`src/hdl/jfc_pkg.sv`:
```
`timescale 1ns / 1ps

package jfc_pkg;

    // chunk size limits and register reset
    localparam int          MAX_CHUNK_DEF = 4096;
    localparam int          CFG_W         = 13;
    localparam logic [12:0] CHUNK_RESET   = 13'd1400;

    // field widths
    localparam int PAD_W   = 12;
    localparam int DROPS_W = 16;
    localparam int MOD_W   = 7;

    // marker bytes
    localparam logic [7:0] BYTE_MARK = 8'hFF;
    localparam logic [7:0] BYTE_SOI  = 8'hD8;
    localparam logic [7:0] BYTE_EOI  = 8'hD9;

    // drop counter limits and warning period
    localparam logic [DROPS_W-1:0] DROP_MAX    = 16'hFFFF;
    localparam logic [MOD_W-1:0]   WARN_LAST   = 7'd119;

    // input modes and result kinds
    localparam logic MODE_BYTE    = 1'b0;
    localparam logic MODE_TIMEOUT = 1'b1;
    localparam logic KIND_DATA    = 1'b0;
    localparam logic KIND_DROP    = 1'b1;

    // one result item
    typedef struct packed {
        logic               kind;
        logic [7:0]         out_byte;
        logic               chunk_last;
        logic               frame_end;
        logic [PAD_W-1:0]   pad_count;
        logic [DROPS_W-1:0] drops;
        logic               warn;
        logic               last;
    } t_result;

    // results produced by one accepted input
    typedef struct packed {
        logic [1:0] count;
        t_result    first;
        t_result    second;
    } t_push;

endpackage

```
`src/hdl/jfc_ifs.sv`:
```
`timescale 1ns / 1ps

// camera stream input channel
interface jfc_in_if;
    logic       valid;
    logic       ready;
    logic       mode;
    logic [7:0] in_byte;

    modport source (output valid, output mode, output in_byte, input ready);
    modport sink   (input valid, input mode, input in_byte, output ready);
endinterface

// result channel
interface jfc_out_if;
    logic                        valid;
    logic                        ready;
    logic                        kind;
    logic [7:0]                  out_byte;
    logic                        chunk_last;
    logic                        frame_end;
    logic [jfc_pkg::PAD_W-1:0]   pad_count;
    logic [jfc_pkg::DROPS_W-1:0] drops;
    logic                        warn;
    logic                        last;

    modport source (output valid, output kind, output out_byte, output chunk_last,
                    output frame_end, output pad_count, output drops, output warn,
                    output last, input ready);
    modport sink   (input valid, input kind, input out_byte, input chunk_last,
                    input frame_end, input pad_count, input drops, input warn,
                    input last, output ready);
endinterface

// chunk length register write channel
interface jfc_cfg_if;
    logic                      valid;
    logic                      ready;
    logic [jfc_pkg::CFG_W-1:0] data;

    modport source (output valid, output data, input ready);
    modport sink   (input valid, input data, output ready);
endinterface

```
`src/hdl/jfc_parse.sv`:
```
`timescale 1ns / 1ps

module jfc_parse #(
    parameter int MAX_CHUNK = jfc_pkg::MAX_CHUNK_DEF
) (
    input  logic                      i_clk,
    input  logic                      i_rst_n,
    input  logic                      i_accept,
    input  logic                      i_mode,
    input  logic [7:0]                i_in_byte,
    input  logic [jfc_pkg::CFG_W-1:0] i_chunk_length,
    output jfc_pkg::t_push            o_push
);

    localparam int CLOG_LEN = $clog2(MAX_CHUNK + 1);
    localparam int LW       = (CLOG_LEN > jfc_pkg::CFG_W) ? CLOG_LEN : jfc_pkg::CFG_W;
    localparam int PW       = $clog2(MAX_CHUNK);

    logic                        r_held,     n_held;
    logic                        r_in_frame, n_in_frame;
    logic                        r_disc,     n_disc;
    logic [PW-1:0]               r_pos,      n_pos;
    logic [jfc_pkg::DROPS_W-1:0] r_drops,    n_drops;
    logic [jfc_pkg::MOD_W-1:0]   r_mod,      n_mod;

    logic [LW-1:0] w_cfg;
    logic [LW-1:0] w_eff;
    logic [LW-1:0] w_d_pos;
    logic [LW-1:0] w_d_diff;
    logic          w_ends;
    logic          w_d_cl;
    logic          w_s1_cl;
    logic [LW-1:0] w_s2_pos;
    logic          w_s2_cl;

    // effective chunk length, clamped to 1..MAX_CHUNK
    assign w_cfg = LW'(i_chunk_length);
    assign w_eff = (w_cfg == '0) ? LW'(1) :
                   (w_cfg > LW'(MAX_CHUNK)) ? LW'(MAX_CHUNK) : w_cfg;

    // in-frame data byte
    assign w_ends   = r_held && (i_in_byte == jfc_pkg::BYTE_EOI);
    assign w_d_pos  = LW'(r_pos) + LW'(1);
    assign w_d_cl   = w_ends || (w_d_pos >= w_eff);
    assign w_d_diff = w_eff - w_d_pos;

    // frame start: FF then D8 as the first two bytes of the frame
    assign w_s1_cl  = (w_eff == LW'(1));
    assign w_s2_pos = w_s1_cl ? LW'(1) : LW'(2);
    assign w_s2_cl  = (w_s2_pos >= w_eff);

    // next state and results for the accepted item
    always_comb begin
        n_held     = r_held;
        n_in_frame = r_in_frame;
        n_disc     = r_disc;
        n_pos      = r_pos;
        n_drops    = r_drops;
        n_mod      = r_mod;
        o_push     = '0;
        if (i_accept) begin
            if (i_mode == jfc_pkg::MODE_TIMEOUT) begin
                if (r_in_frame && !r_disc) begin
                    n_disc = 1'b1;
                    n_pos  = '0;
                    if (r_drops != jfc_pkg::DROP_MAX) begin
                        n_drops = r_drops + 1'b1;
                        n_mod   = (r_mod == jfc_pkg::WARN_LAST) ? '0 : r_mod + 1'b1;
                    end
                    o_push.count      = 2'd1;
                    o_push.first.kind = jfc_pkg::KIND_DROP;
                    o_push.first.drops = n_drops;
                    o_push.first.warn = (n_drops == jfc_pkg::DROPS_W'(1)) || (n_mod == '0);
                    o_push.first.last = 1'b1;
                end
            end else if (!r_in_frame) begin
                if (r_held && (i_in_byte == jfc_pkg::BYTE_SOI)) begin
                    n_in_frame = 1'b1;
                    n_disc     = 1'b0;
                    n_held     = 1'b0;
                    n_pos      = w_s2_cl ? '0 : PW'(w_s2_pos);
                    if (w_s1_cl || w_s2_cl) begin
                        n_drops = '0;
                        n_mod   = '0;
                    end
                    o_push.count             = 2'd2;
                    o_push.first.kind        = jfc_pkg::KIND_DATA;
                    o_push.first.out_byte    = jfc_pkg::BYTE_MARK;
                    o_push.first.chunk_last  = w_s1_cl;
                    o_push.first.drops       = w_s1_cl ? '0 : r_drops;
                    o_push.second.kind       = jfc_pkg::KIND_DATA;
                    o_push.second.out_byte   = jfc_pkg::BYTE_SOI;
                    o_push.second.chunk_last = w_s2_cl;
                    o_push.second.drops      = (w_s1_cl || w_s2_cl) ? '0 : r_drops;
                    o_push.second.last       = 1'b1;
                end else begin
                    n_held = (i_in_byte == jfc_pkg::BYTE_MARK);
                end
            end else begin
                if (!r_disc) begin
                    n_pos = w_d_cl ? '0 : PW'(w_d_pos);
                    if (w_d_cl) begin
                        n_drops = '0;
                        n_mod   = '0;
                    end
                    o_push.count            = 2'd1;
                    o_push.first.kind       = jfc_pkg::KIND_DATA;
                    o_push.first.out_byte   = i_in_byte;
                    o_push.first.chunk_last = w_d_cl;
                    o_push.first.frame_end  = w_ends;
                    o_push.first.pad_count  = (w_ends && (w_d_pos < w_eff)) ?
                                              w_d_diff[jfc_pkg::PAD_W-1:0] : '0;
                    o_push.first.drops      = w_d_cl ? '0 : r_drops;
                    o_push.first.last       = 1'b1;
                end
                if (w_ends) begin
                    n_in_frame = 1'b0;
                    n_disc     = 1'b0;
                    n_pos      = '0;
                    n_held     = 1'b0;
                end else begin
                    n_held = (i_in_byte == jfc_pkg::BYTE_MARK);
                end
            end
        end
    end

    // framing and drop state
    always_ff @(posedge i_clk) begin
        if (!i_rst_n) begin
            r_held     <= 1'b0;
            r_in_frame <= 1'b0;
            r_disc     <= 1'b0;
            r_pos      <= '0;
            r_drops    <= '0;
            r_mod      <= '0;
        end else begin
            r_held     <= n_held;
            r_in_frame <= n_in_frame;
            r_disc     <= n_disc;
            r_pos      <= n_pos;
            r_drops    <= n_drops;
            r_mod      <= n_mod;
        end
    end

endmodule

```
`src/hdl/jfc_out_queue.sv`:
```
`timescale 1ns / 1ps

module jfc_out_queue (
    input  logic             i_clk,
    input  logic             i_rst_n,
    input  jfc_pkg::t_push   i_push,
    input  logic             i_pop_ready,
    output jfc_pkg::t_result o_head,
    output logic             o_valid,
    output logic             o_space,
    output logic [1:0]       o_count
);

    jfc_pkg::t_result r_entry [3];
    jfc_pkg::t_result n_entry [3];
    logic [1:0]       r_count, n_count;
    logic             w_pop;
    logic [1:0]       w_kept;

    assign w_pop   = (r_count != 2'd0) && i_pop_ready;
    assign w_kept  = r_count - {1'b0, w_pop};
    assign o_space = (w_kept <= 2'd1);
    assign o_head  = r_entry[0];
    assign o_valid = (r_count != 2'd0);
    assign o_count = r_count;
    assign n_count = w_kept + i_push.count;

    // shift out the head on a transfer, then place new results behind what is kept
    always_comb begin
        n_entry[0] = w_pop ? r_entry[1] : r_entry[0];
        n_entry[1] = w_pop ? r_entry[2] : r_entry[1];
        n_entry[2] = r_entry[2];
        for (int k = 0; k < 3; k++) begin
            if ((i_push.count != 2'd0) && (w_kept == 2'(k))) begin
                n_entry[k] = i_push.first;
            end
            if ((i_push.count == 2'd2) && (w_kept + 2'd1 == 2'(k))) begin
                n_entry[k] = i_push.second;
            end
        end
    end

    // result payload
    always_ff @(posedge i_clk) begin
        for (int k = 0; k < 3; k++) begin
            r_entry[k] <= n_entry[k];
        end
    end

    // fill level
    always_ff @(posedge i_clk) begin
        if (!i_rst_n) begin
            r_count <= 2'd0;
        end else begin
            r_count <= n_count;
        end
    end

endmodule

```
`src/hdl/jpeg_frame_chunker.sv`:
```
`timescale 1ns / 1ps
// the first result of an input transfer is offered in the cycle after it when no results are waiting
// throughput: one input per cycle; a frame start puts two results into the three-entry
//   result queue, and input waits only in a cycle where two results would still be queued
//   after that cycle's output transfer, which happens only after output stalls
// reset (synchronous, active low): framing state, drop count and queue cleared,
//   chunk length back to 1400
module jpeg_frame_chunker #(
    parameter int MAX_CHUNK = jfc_pkg::MAX_CHUNK_DEF
) (
    input  logic      i_clk,
    input  logic      i_rst_n,
    jfc_in_if.sink    i_in,
    jfc_cfg_if.sink   i_cfg,
    jfc_out_if.source o_out
);

    logic [jfc_pkg::CFG_W-1:0] r_chunk_length;
    jfc_pkg::t_push            w_push;
    jfc_pkg::t_result          w_head;
    logic                      w_space;
    logic                      w_accept;
    logic [1:0]                w_count;

    // chunk length register, always ready
    assign i_cfg.ready = 1'b1;
    always_ff @(posedge i_clk) begin
        if (!i_rst_n) begin
            r_chunk_length <= jfc_pkg::CHUNK_RESET;
        end else if (i_cfg.valid) begin
            r_chunk_length <= i_cfg.data;
        end
    end

    // input transfer whenever two result slots are free
    assign i_in.ready = w_space;
    assign w_accept   = i_in.valid && w_space;

    jfc_parse #(
        .MAX_CHUNK (MAX_CHUNK)
    ) u_parse (
        .i_clk          (i_clk),
        .i_rst_n        (i_rst_n),
        .i_accept       (w_accept),
        .i_mode         (i_in.mode),
        .i_in_byte      (i_in.in_byte),
        .i_chunk_length (r_chunk_length),
        .o_push         (w_push)
    );

    jfc_out_queue u_queue (
        .i_clk       (i_clk),
        .i_rst_n     (i_rst_n),
        .i_push      (w_push),
        .i_pop_ready (o_out.ready),
        .o_head      (w_head),
        .o_valid     (o_out.valid),
        .o_space     (w_space),
        .o_count     (w_count)
    );

    // result channel
    assign o_out.kind       = w_head.kind;
    assign o_out.out_byte   = w_head.out_byte;
    assign o_out.chunk_last = w_head.chunk_last;
    assign o_out.frame_end  = w_head.frame_end;
    assign o_out.pad_count  = w_head.pad_count;
    assign o_out.drops      = w_head.drops;
    assign o_out.warn       = w_head.warn;
    assign o_out.last       = w_head.last;

    // checks
    a_count_max: assert property (@(posedge i_clk) disable iff (!i_rst_n)
        w_count != 2'd3 || !w_space || o_out.ready)
        else $error("result queue full while taking input");

    a_pair_visible: assert property (@(posedge i_clk) disable iff (!i_rst_n)
        (w_push.count == 2'd2) |=> o_out.valid)
        else $error("frame start results not offered");

    a_drop_shape: assert property (@(posedge i_clk) disable iff (!i_rst_n)
        (o_out.valid && o_out.kind == jfc_pkg::KIND_DROP) |->
        (o_out.last && o_out.pad_count == '0 && !o_out.chunk_last))
        else $error("malformed drop report");

    a_end_closes: assert property (@(posedge i_clk) disable iff (!i_rst_n)
        (o_out.valid && o_out.frame_end) |-> (o_out.chunk_last && o_out.last))
        else $error("frame end byte does not close its chunk");

endmodule
```
`src/flat_wrapper.sv`:
```
// flat-port wrapper written by rule: the top's interface ports become plain ports
module jpeg_frame_chunker_flat 
#(
    parameter int MAX_CHUNK = jfc_pkg::MAX_CHUNK_DEF
)
  (i_clk, i_rst_n, i_in_valid, i_in_mode, i_in_in_byte, i_in_ready, i_cfg_valid, i_cfg_data, i_cfg_ready, o_out_valid, o_out_kind, o_out_out_byte, o_out_chunk_last, o_out_frame_end, o_out_pad_count, o_out_drops, o_out_warn, o_out_last, o_out_ready);
  jfc_in_if i_in_i ();
  jfc_cfg_if i_cfg_i ();
  jfc_out_if o_out_i ();
  input  logic i_clk;
  input  logic i_rst_n;
  input wire logic [$bits(i_in_i.valid)-1:0] i_in_valid;
  input wire logic [$bits(i_in_i.mode)-1:0] i_in_mode;
  input wire logic [$bits(i_in_i.in_byte)-1:0] i_in_in_byte;
  output wire logic [$bits(i_in_i.ready)-1:0] i_in_ready;
  input wire logic [$bits(i_cfg_i.valid)-1:0] i_cfg_valid;
  input wire logic [$bits(i_cfg_i.data)-1:0] i_cfg_data;
  output wire logic [$bits(i_cfg_i.ready)-1:0] i_cfg_ready;
  output wire logic [$bits(o_out_i.valid)-1:0] o_out_valid;
  output wire logic [$bits(o_out_i.kind)-1:0] o_out_kind;
  output wire logic [$bits(o_out_i.out_byte)-1:0] o_out_out_byte;
  output wire logic [$bits(o_out_i.chunk_last)-1:0] o_out_chunk_last;
  output wire logic [$bits(o_out_i.frame_end)-1:0] o_out_frame_end;
  output wire logic [$bits(o_out_i.pad_count)-1:0] o_out_pad_count;
  output wire logic [$bits(o_out_i.drops)-1:0] o_out_drops;
  output wire logic [$bits(o_out_i.warn)-1:0] o_out_warn;
  output wire logic [$bits(o_out_i.last)-1:0] o_out_last;
  input wire logic [$bits(o_out_i.ready)-1:0] o_out_ready;
  assign i_in_i.valid = i_in_valid;
  assign i_in_i.mode = i_in_mode;
  assign i_in_i.in_byte = i_in_in_byte;
  assign i_in_ready = i_in_i.ready;
  assign i_cfg_i.valid = i_cfg_valid;
  assign i_cfg_i.data = i_cfg_data;
  assign i_cfg_ready = i_cfg_i.ready;
  assign o_out_valid = o_out_i.valid;
  assign o_out_kind = o_out_i.kind;
  assign o_out_out_byte = o_out_i.out_byte;
  assign o_out_chunk_last = o_out_i.chunk_last;
  assign o_out_frame_end = o_out_i.frame_end;
  assign o_out_pad_count = o_out_i.pad_count;
  assign o_out_drops = o_out_i.drops;
  assign o_out_warn = o_out_i.warn;
  assign o_out_last = o_out_i.last;
  assign o_out_i.ready = o_out_ready;
  jpeg_frame_chunker #(.MAX_CHUNK(MAX_CHUNK)) u_core (.i_clk(i_clk), .i_rst_n(i_rst_n), .i_in(i_in_i), .i_cfg(i_cfg_i), .o_out(o_out_i));
endmodule
```
`config.mk`:
```
export PLATFORM = sky130hd
export DESIGN_NAME = jpeg_frame_chunker_flat
export DESIGN_NICKNAME = d
export VERILOG_FILES = /design/src/hdl/jfc_pkg.sv /design/src/hdl/jfc_ifs.sv /design/src/hdl/jfc_parse.sv /design/src/hdl/jfc_out_queue.sv /design/src/hdl/jpeg_frame_chunker.sv /design/src/flat_wrapper.sv
export SDC_FILE = /design/constraint.sdc
export NUM_CORES = 1
export LEC_CHECK = 0
export BUFFER_PORTS_ARGS = -buffer_cell sky130_fd_sc_hd__buf_2
export CAP_MARGIN = 10
export CORE_AREA = 10 10 144 146
export DETAILED_ROUTE_END_ITERATION = 6
export DIE_AREA = 0 0 154 156
export PLACE_DENSITY = 0.76
export REMOVE_ABC_BUFFERS = 1
export SYNTH_ARGS = -nofsm -noshare
export SYNTH_HDL_FRONTEND = slang
export SYNTH_SLANG_ARGS = --single-unit
```
`constraint.sdc`:
```
create_clock -name i_clk -period 4 [get_ports i_clk]
set_clock_uncertainty 0.2 [all_clocks]
set_input_delay 0.8 -clock i_clk [delete_from_list [all_inputs] [get_ports i_clk]]
set_output_delay 0.8 -clock i_clk [all_outputs]
set_load 0.01 [all_outputs]
```
## Word-level counts from Yosys, hierarchy flattened

Memory sizes are Yosys's and may differ from the RTL's.
Cells that the tools add are included.

| storage, ports and cells | value |
|---|---|
| bits in writable memories | 123 |
| memories | 1 |
| flip-flop bits (word level) | 53 |
| word-level logic and storage cells | 149 |
| output and inout bits | 44 |

Memories:

| name | depth | bits a word | read ports | clocked after memory_dff | wr ports | line | text |
|---|---|---|---|---|---|---|---|
| u_core.u_queue.r_entry | 3 | 41 | 3 | 0 | 3 | jfc_out_queue.sv:14 | `jfc_pkg::t_result r_entry [3];` |

| operators by class | value |
|---|---|
| reductions and logical operators | 29 |
| $add $sub $neg | 7 |
| mux-type cells | 81 |
| magnitude comparators | 5 |
| bitwise operators | 1 |
| eq/ne operators | 17 |

Operators by type and width:

| cell | count |
|---|---|
| $mux 41 | 8 |
| $mux 16 | 19 |
| $mux 12 | 10 |
| $mux 7 | 12 |
| $mux 53 | 1 |
| $mux 40 | 1 |
| $mux 13 | 3 |
| $eq 8x8->1 const B | 3 |
| $mux 22 | 1 |
| $mux 10 | 2 |
| $mux 1 | 18 |
| $mux 18 | 1 |
| $add 16x1->16 const B | 1 |
| $eq 16x1->1 const B | 1 |
| $ne 16x16->1 const B | 1 |
| $add 12x1->13 const B | 1 |
| $eq 13x1->1 const B | 1 |
| $ge 13x13->1 | 1 |
| $ge 2x13->1 | 1 |
| $gt 13x13->1 const B | 1 |
| $logic_not 13->1 | 1 |
| $lt 13x13->1 | 1 |
| $logic_and 1x1->1 | 12 |
| $reduce_and 4->1 | 3 |
| other kinds (25) | 36 |

## Longest topological paths before layout

| logic depth | value |
|---|---|
| word-level depth | 15 |
| gate-level depth with buffers | 16 |

## Hierarchy

Synthesis repeated with hierarchy kept, for this count alone.

| second synthesis, totals | value |
|---|---|
| cells, all modules | 1191 |
| area, all modules | 11315.9 um^2 |

Modules (own cells, without submodules):

| module | times used | seq. area each (um^2) | area an instance (um^2) | cells an instance |
|---|---|---|---|---|
| jfc_out_queue | 1 | 3733.6 | 6576.3 | 535 |
| jfc_parse | 1 | 760.7 | 4230.3 | 611 |
| jpeg_frame_chunker | 1 | 260.2 | 509.2 | 45 |

## Worst setup path after synthesis

No wires, ideal clock.

| timing path | value |
|---|---|
| kind | input -> register |
| start point | input port o_out_ready |
| end point | memory u_core.u_queue.r_entry[0][0] in the netlist's numbering, enable pin |
| arrival time | 3.539 ns |
| path slack | -0.149 ns |
| buffers on the path | 4 |
| library setup time | 0.411 ns |
| cell stages on the path | 13 |
| cells stage by stage | nand2_1 inv_1 clkbuf_1 ha_1 xor2_1 inv_1 and3_1 clkbuf_1 a31o_2 nand2_1 clkbuf_1 clkbuf_1 nand2_1 |

RTL lines:

| what | line | text |
|---|---|---|
| start, declared | flat_wrapper.sv:28 | `input wire logic [$bits(o_out_i.ready)-1:0] o_out_ready;` |
| end, declared | jfc_out_queue.sv:14 |  |

==> results.cfg <==
[global_routing]
grt_pass1_vias = 8039
grt_antenna_before_repair = 0
top_usage_layer = met2
grt_pass1_wl_mm = 42.1
use_met3_pct = 4.16
grt_usage_pct = 21.2
use_met1_pct = 28.4
gr-usage-met2_pct = 32.9
overflow = 0
grt_max_degree = 42

[die]
start_util_pct = 54.0
design.die.area_sq_um = 24000
core_sq_um = 17800
die_y_um = 156
dieWidth_um = 154
rows = 49
ioPinCount = 71

[timing]
hold_viol_final = 0
slew_headroom_pct = 50.3
slew_viol_final = 0
rsz0062_at_grt = yes
min_period_ns = 3.90
setup_violations = 0
period_share_pct = 97.5
max_slew.worst_pin.slew_ns = 0.743
max_freq_mhz = 256

[clock_tree]
cts.clk_slew.worst_paths_ns = 0.08
cts.path.max_buffers = 2
clk_root_buffer_cell = clkbuf_16
clock_latency_ns = 0.44
htreeDepth = 4
hold_buffers = 0
tritoncts = done
cts.sinks = 176
postCtsSetupRepairBufs = 0
cts_buffers = 17

[setup_path]
crit_path_max_incr_delay_ns = 0.49
path_cells = ha_1 > and3_1 > and3_1 > and3_1 > and3_1 > ha_4 > nand4_1 > or4_1 > o211a_2 > and4_4 > or2_4 > buf_4 > a21oi_1 > a211oi_1
worstPathMaxFanout = 10
crit_path_frequent_cell = and3_1
cp.required_ns = 3.98
critPathKind = flop to flop
start_kind = flop
arrival_ns = 3.88
end_kind = flop
crit_slowest_cell = or4_1

[drt]
via_per_inst = 6.11
route.detailed.drc = 0
drtIter0Drc = 1013
wl_mm = 26.2
drt_pre_antenna_iters = 6
ant_nets = 0
num_vias = 8524
post_drt_wl_per_cell_um = 18.8

[cells_and_area]
drive_gt1_share_pct = 16.9
diodes = 0
syn2layout_area_growth_pct = 12.5
post-route-util_pct = 60.7
nNetsFinal = 1212

[placement]
portBuffers = 69
routabilityCongestion = 0.926
dp_hpwl_mm = 18.7

[logic_synthesis]
synth_xor_area_share_pct = 2.45
yosysTopAreaCell = dfxtp_1
yosysUniqueCellTypes = 67
synth_fa_ha_area_share_pct = 4.23
synth_mux_area_share_pct = 3.75
yosys_warnings = 0
synth_compound_area_share_pct = 18.5
synthSimpleGateAreaFrac_pct = 20.1
syn_area_per_cell_sq_um = 8.67
synth_enable_flop_cells = 66
yosys-top-cells-area = dfxtp_1 (23%), edfxtp_1 (21%), nand2_1 (5.1%), nor2_1 (4.1%), ha_1 (4.0%)
yosysMostFrequentCell = nand2_1
synth_top_cell_area_share_pct = 22.9
synth_area_sq_um = 9640
synthTopCellsByCount = nand2_1 (131), dfxtp_1 (110), nor2_1 (104)
synth_top_family_by_area = simple AND/OR/NAND/NOR gates
async_flop_share_pct = 0
synth-seq-cells = 176
synth_cells = 1112
ys.flop_type = dfxtp_1
synth_seq_area_share_pct = 43.4

[pwr]
pwr_density_cell_nw_per_um2 = 369
seqPwrFrac_pct = 48.1
leakagePower_nw = 4.65
p_int_w = 0.00291
netSwitchingPower_w = 0.00108
swShare_pct = 27.1
p_comb_share_pct = 9.7
vdd_drop_max_mv = 0.315
power_w = 0.00400
power_frac_clock_pct = 42.2

[hold_path]
hold_path_class = flop to flop

[flow_run]
drv_cap = 0

[status]
outcome = completed
final timing paths:
kind | slack, ns | end | cells past startpoint | start
worst max-delay path | 0.10 | u_core.u_queue.r_entry[0][56] | 14 | u_core.u_parse.r_pos[0]
worst min-delay path | 0.27 | u_core.u_queue.r_entry[0][104] | 1 | u_core.u_queue.r_entry[0][104]
worst max register to register | 0.10 | u_core.u_queue.r_entry[0][56] | 14 | u_core.u_parse.r_pos[0]
worst min register to register | 0.27 | u_core.u_queue.r_entry[0][104] | 1 | u_core.u_queue.r_entry[0][104]
per-layer routing:
metal	share of wire (%)	vias up
met3	8.4	63
met4	2.5	0
met2	45	432
met5	0	-
li1	-	4033
met1	44	3996
power by group through the flow:
| stage | registers (W) | logic [W] | clock network [W] |
|---|---|---|---|
| 3_3_place_gp | 0.00196 | 0.000381 | 0 |
| 6_report | 0.00192 | 0.000387 | 0.00169 |
| 4_1_cts | 0.00192 | 0.000386 | 0.00171 |
| 2_1_floorplan | 0.00197 | 0.000221 | 0 |
| 5_1_grt | 0.00193 | 0.000424 | 0.00178 |
| 3_5_place_dp | 0.00196 | 0.000382 | 0 |
through the flow:
stage               hold WS (ns)  std cells  area (sq um)  setup slack (ns)  setup TNS [ns]
floorplan                  0.237       1002          9050             -1.98         -246.30
global placement           0.250       1363         10200            0.0797               0
detailed placement         0.254       1363         10200           -0.0414         -0.0533
CTS                        0.268       1395         10800            0.0557               0
global route               0.279       1395         10800           -0.0592          -0.438
finish                     0.268       1395         10800             0.101               0
critical path, delay by kind of cell (launching register included):
family	cells	cell delay, ns
flip-flops	1	0.32
AO/OA/AOI/OAI	3	0.45
buffers and inverters	1	0.20
AND/OR/NAND/NOR	8	1.96
adder cells (fa/ha/maj)	2	0.51
logic make-up (layout without fill, tap and decap cells):
kind of cell / after synthesis / in the layout
AND/OR/NAND/NOR: 408 / 408
AO/OA/AOI/OAI: 283 / 283
flip-flops: 176 / 176
buffers and inverters: 149 / 203
multiplexers: 36 / 36
adder cells (fa/ha/maj): 32 / 32
XOR/XNOR: 27 / 27
other: 1 / 1
layout by cell type (no fill, tap or decap), types with 5 or more instances in the layout:
master | synthesis | final
mux2i_1 | 35 | 35
ha_1 | 31 | 30
xor2_1 | 14 | 14
nand3_1 | 41 | 40
o21ai_1 | 5 | 5
or3_1 | 6 | 6
inv_8 | 0 | 5
o22ai_1 | 5 | 5
nand2b_1 | 7 | 7
o21ai_0 | 68 | 68
a21o_1 | 10 | 10
a22oi_1 | 9 | 9
nand4_1 | 11 | 11
nor2b_1 | 26 | 26
edfxtp_1 | 66 | 66
a32oi_1 | 5 | 5
a31oi_1 | 25 | 25
dfxtp_1 | 110 | 110
nor3_1 | 18 | 15
o31ai_1 | 11 | 11
nand2_1 | 131 | 129
buf_4 | 37 | 62
buf_2 | 12 | 69
nor2_1 | 104 | 102
a211oi_1 | 18 | 18
and3_1 | 33 | 33
xnor2_1 | 13 | 13
clkbuf_16 | 0 | 18
nor4_1 | 11 | 11
a21oi_1 | 76 | 72
inv_1 | 39 | 39
a31o_2 | 5 | 5
registers in the layout, summed over array words and instances (netlist names):
signal                     cells
u_core.u_queue.r_entry       123
u_core.u_parse.r_in_frame      1
u_core.u_parse.r_disc          1
u_core.u_parse.r_mod           7
u_core.u_queue.o_count         2
u_core.u_parse.r_drops        16
u_core.r_chunk_length         13
u_core.u_parse.r_held          1
u_core.u_parse.r_pos          12
cell type report:
| class | instances | area, sq um |
|---|---|---|
| Tap cell | 229 | 287 |
| Fill cell | 1544 | 7000 |
| Inverter | 39 | 146 |
| Sequential cell | 176 | 4180 |
| Clock buffer | 18 | 450 |
| Multi-Input combinational cell | 787 | 4790 |
| Clock inverter | 14 | 156 |
| Timing Repair Buffer | 132 | 822 |
timing repair:
item / 4_1_cts / 5_1_grt
resized for setup: 1 / 13
endpoints found under the hold margin: 0 / 0
pin swaps: 0 / 2
endpoints found under the setup margin: 8 / 32
Note: power is estimated with default switching activity, not from simulation.
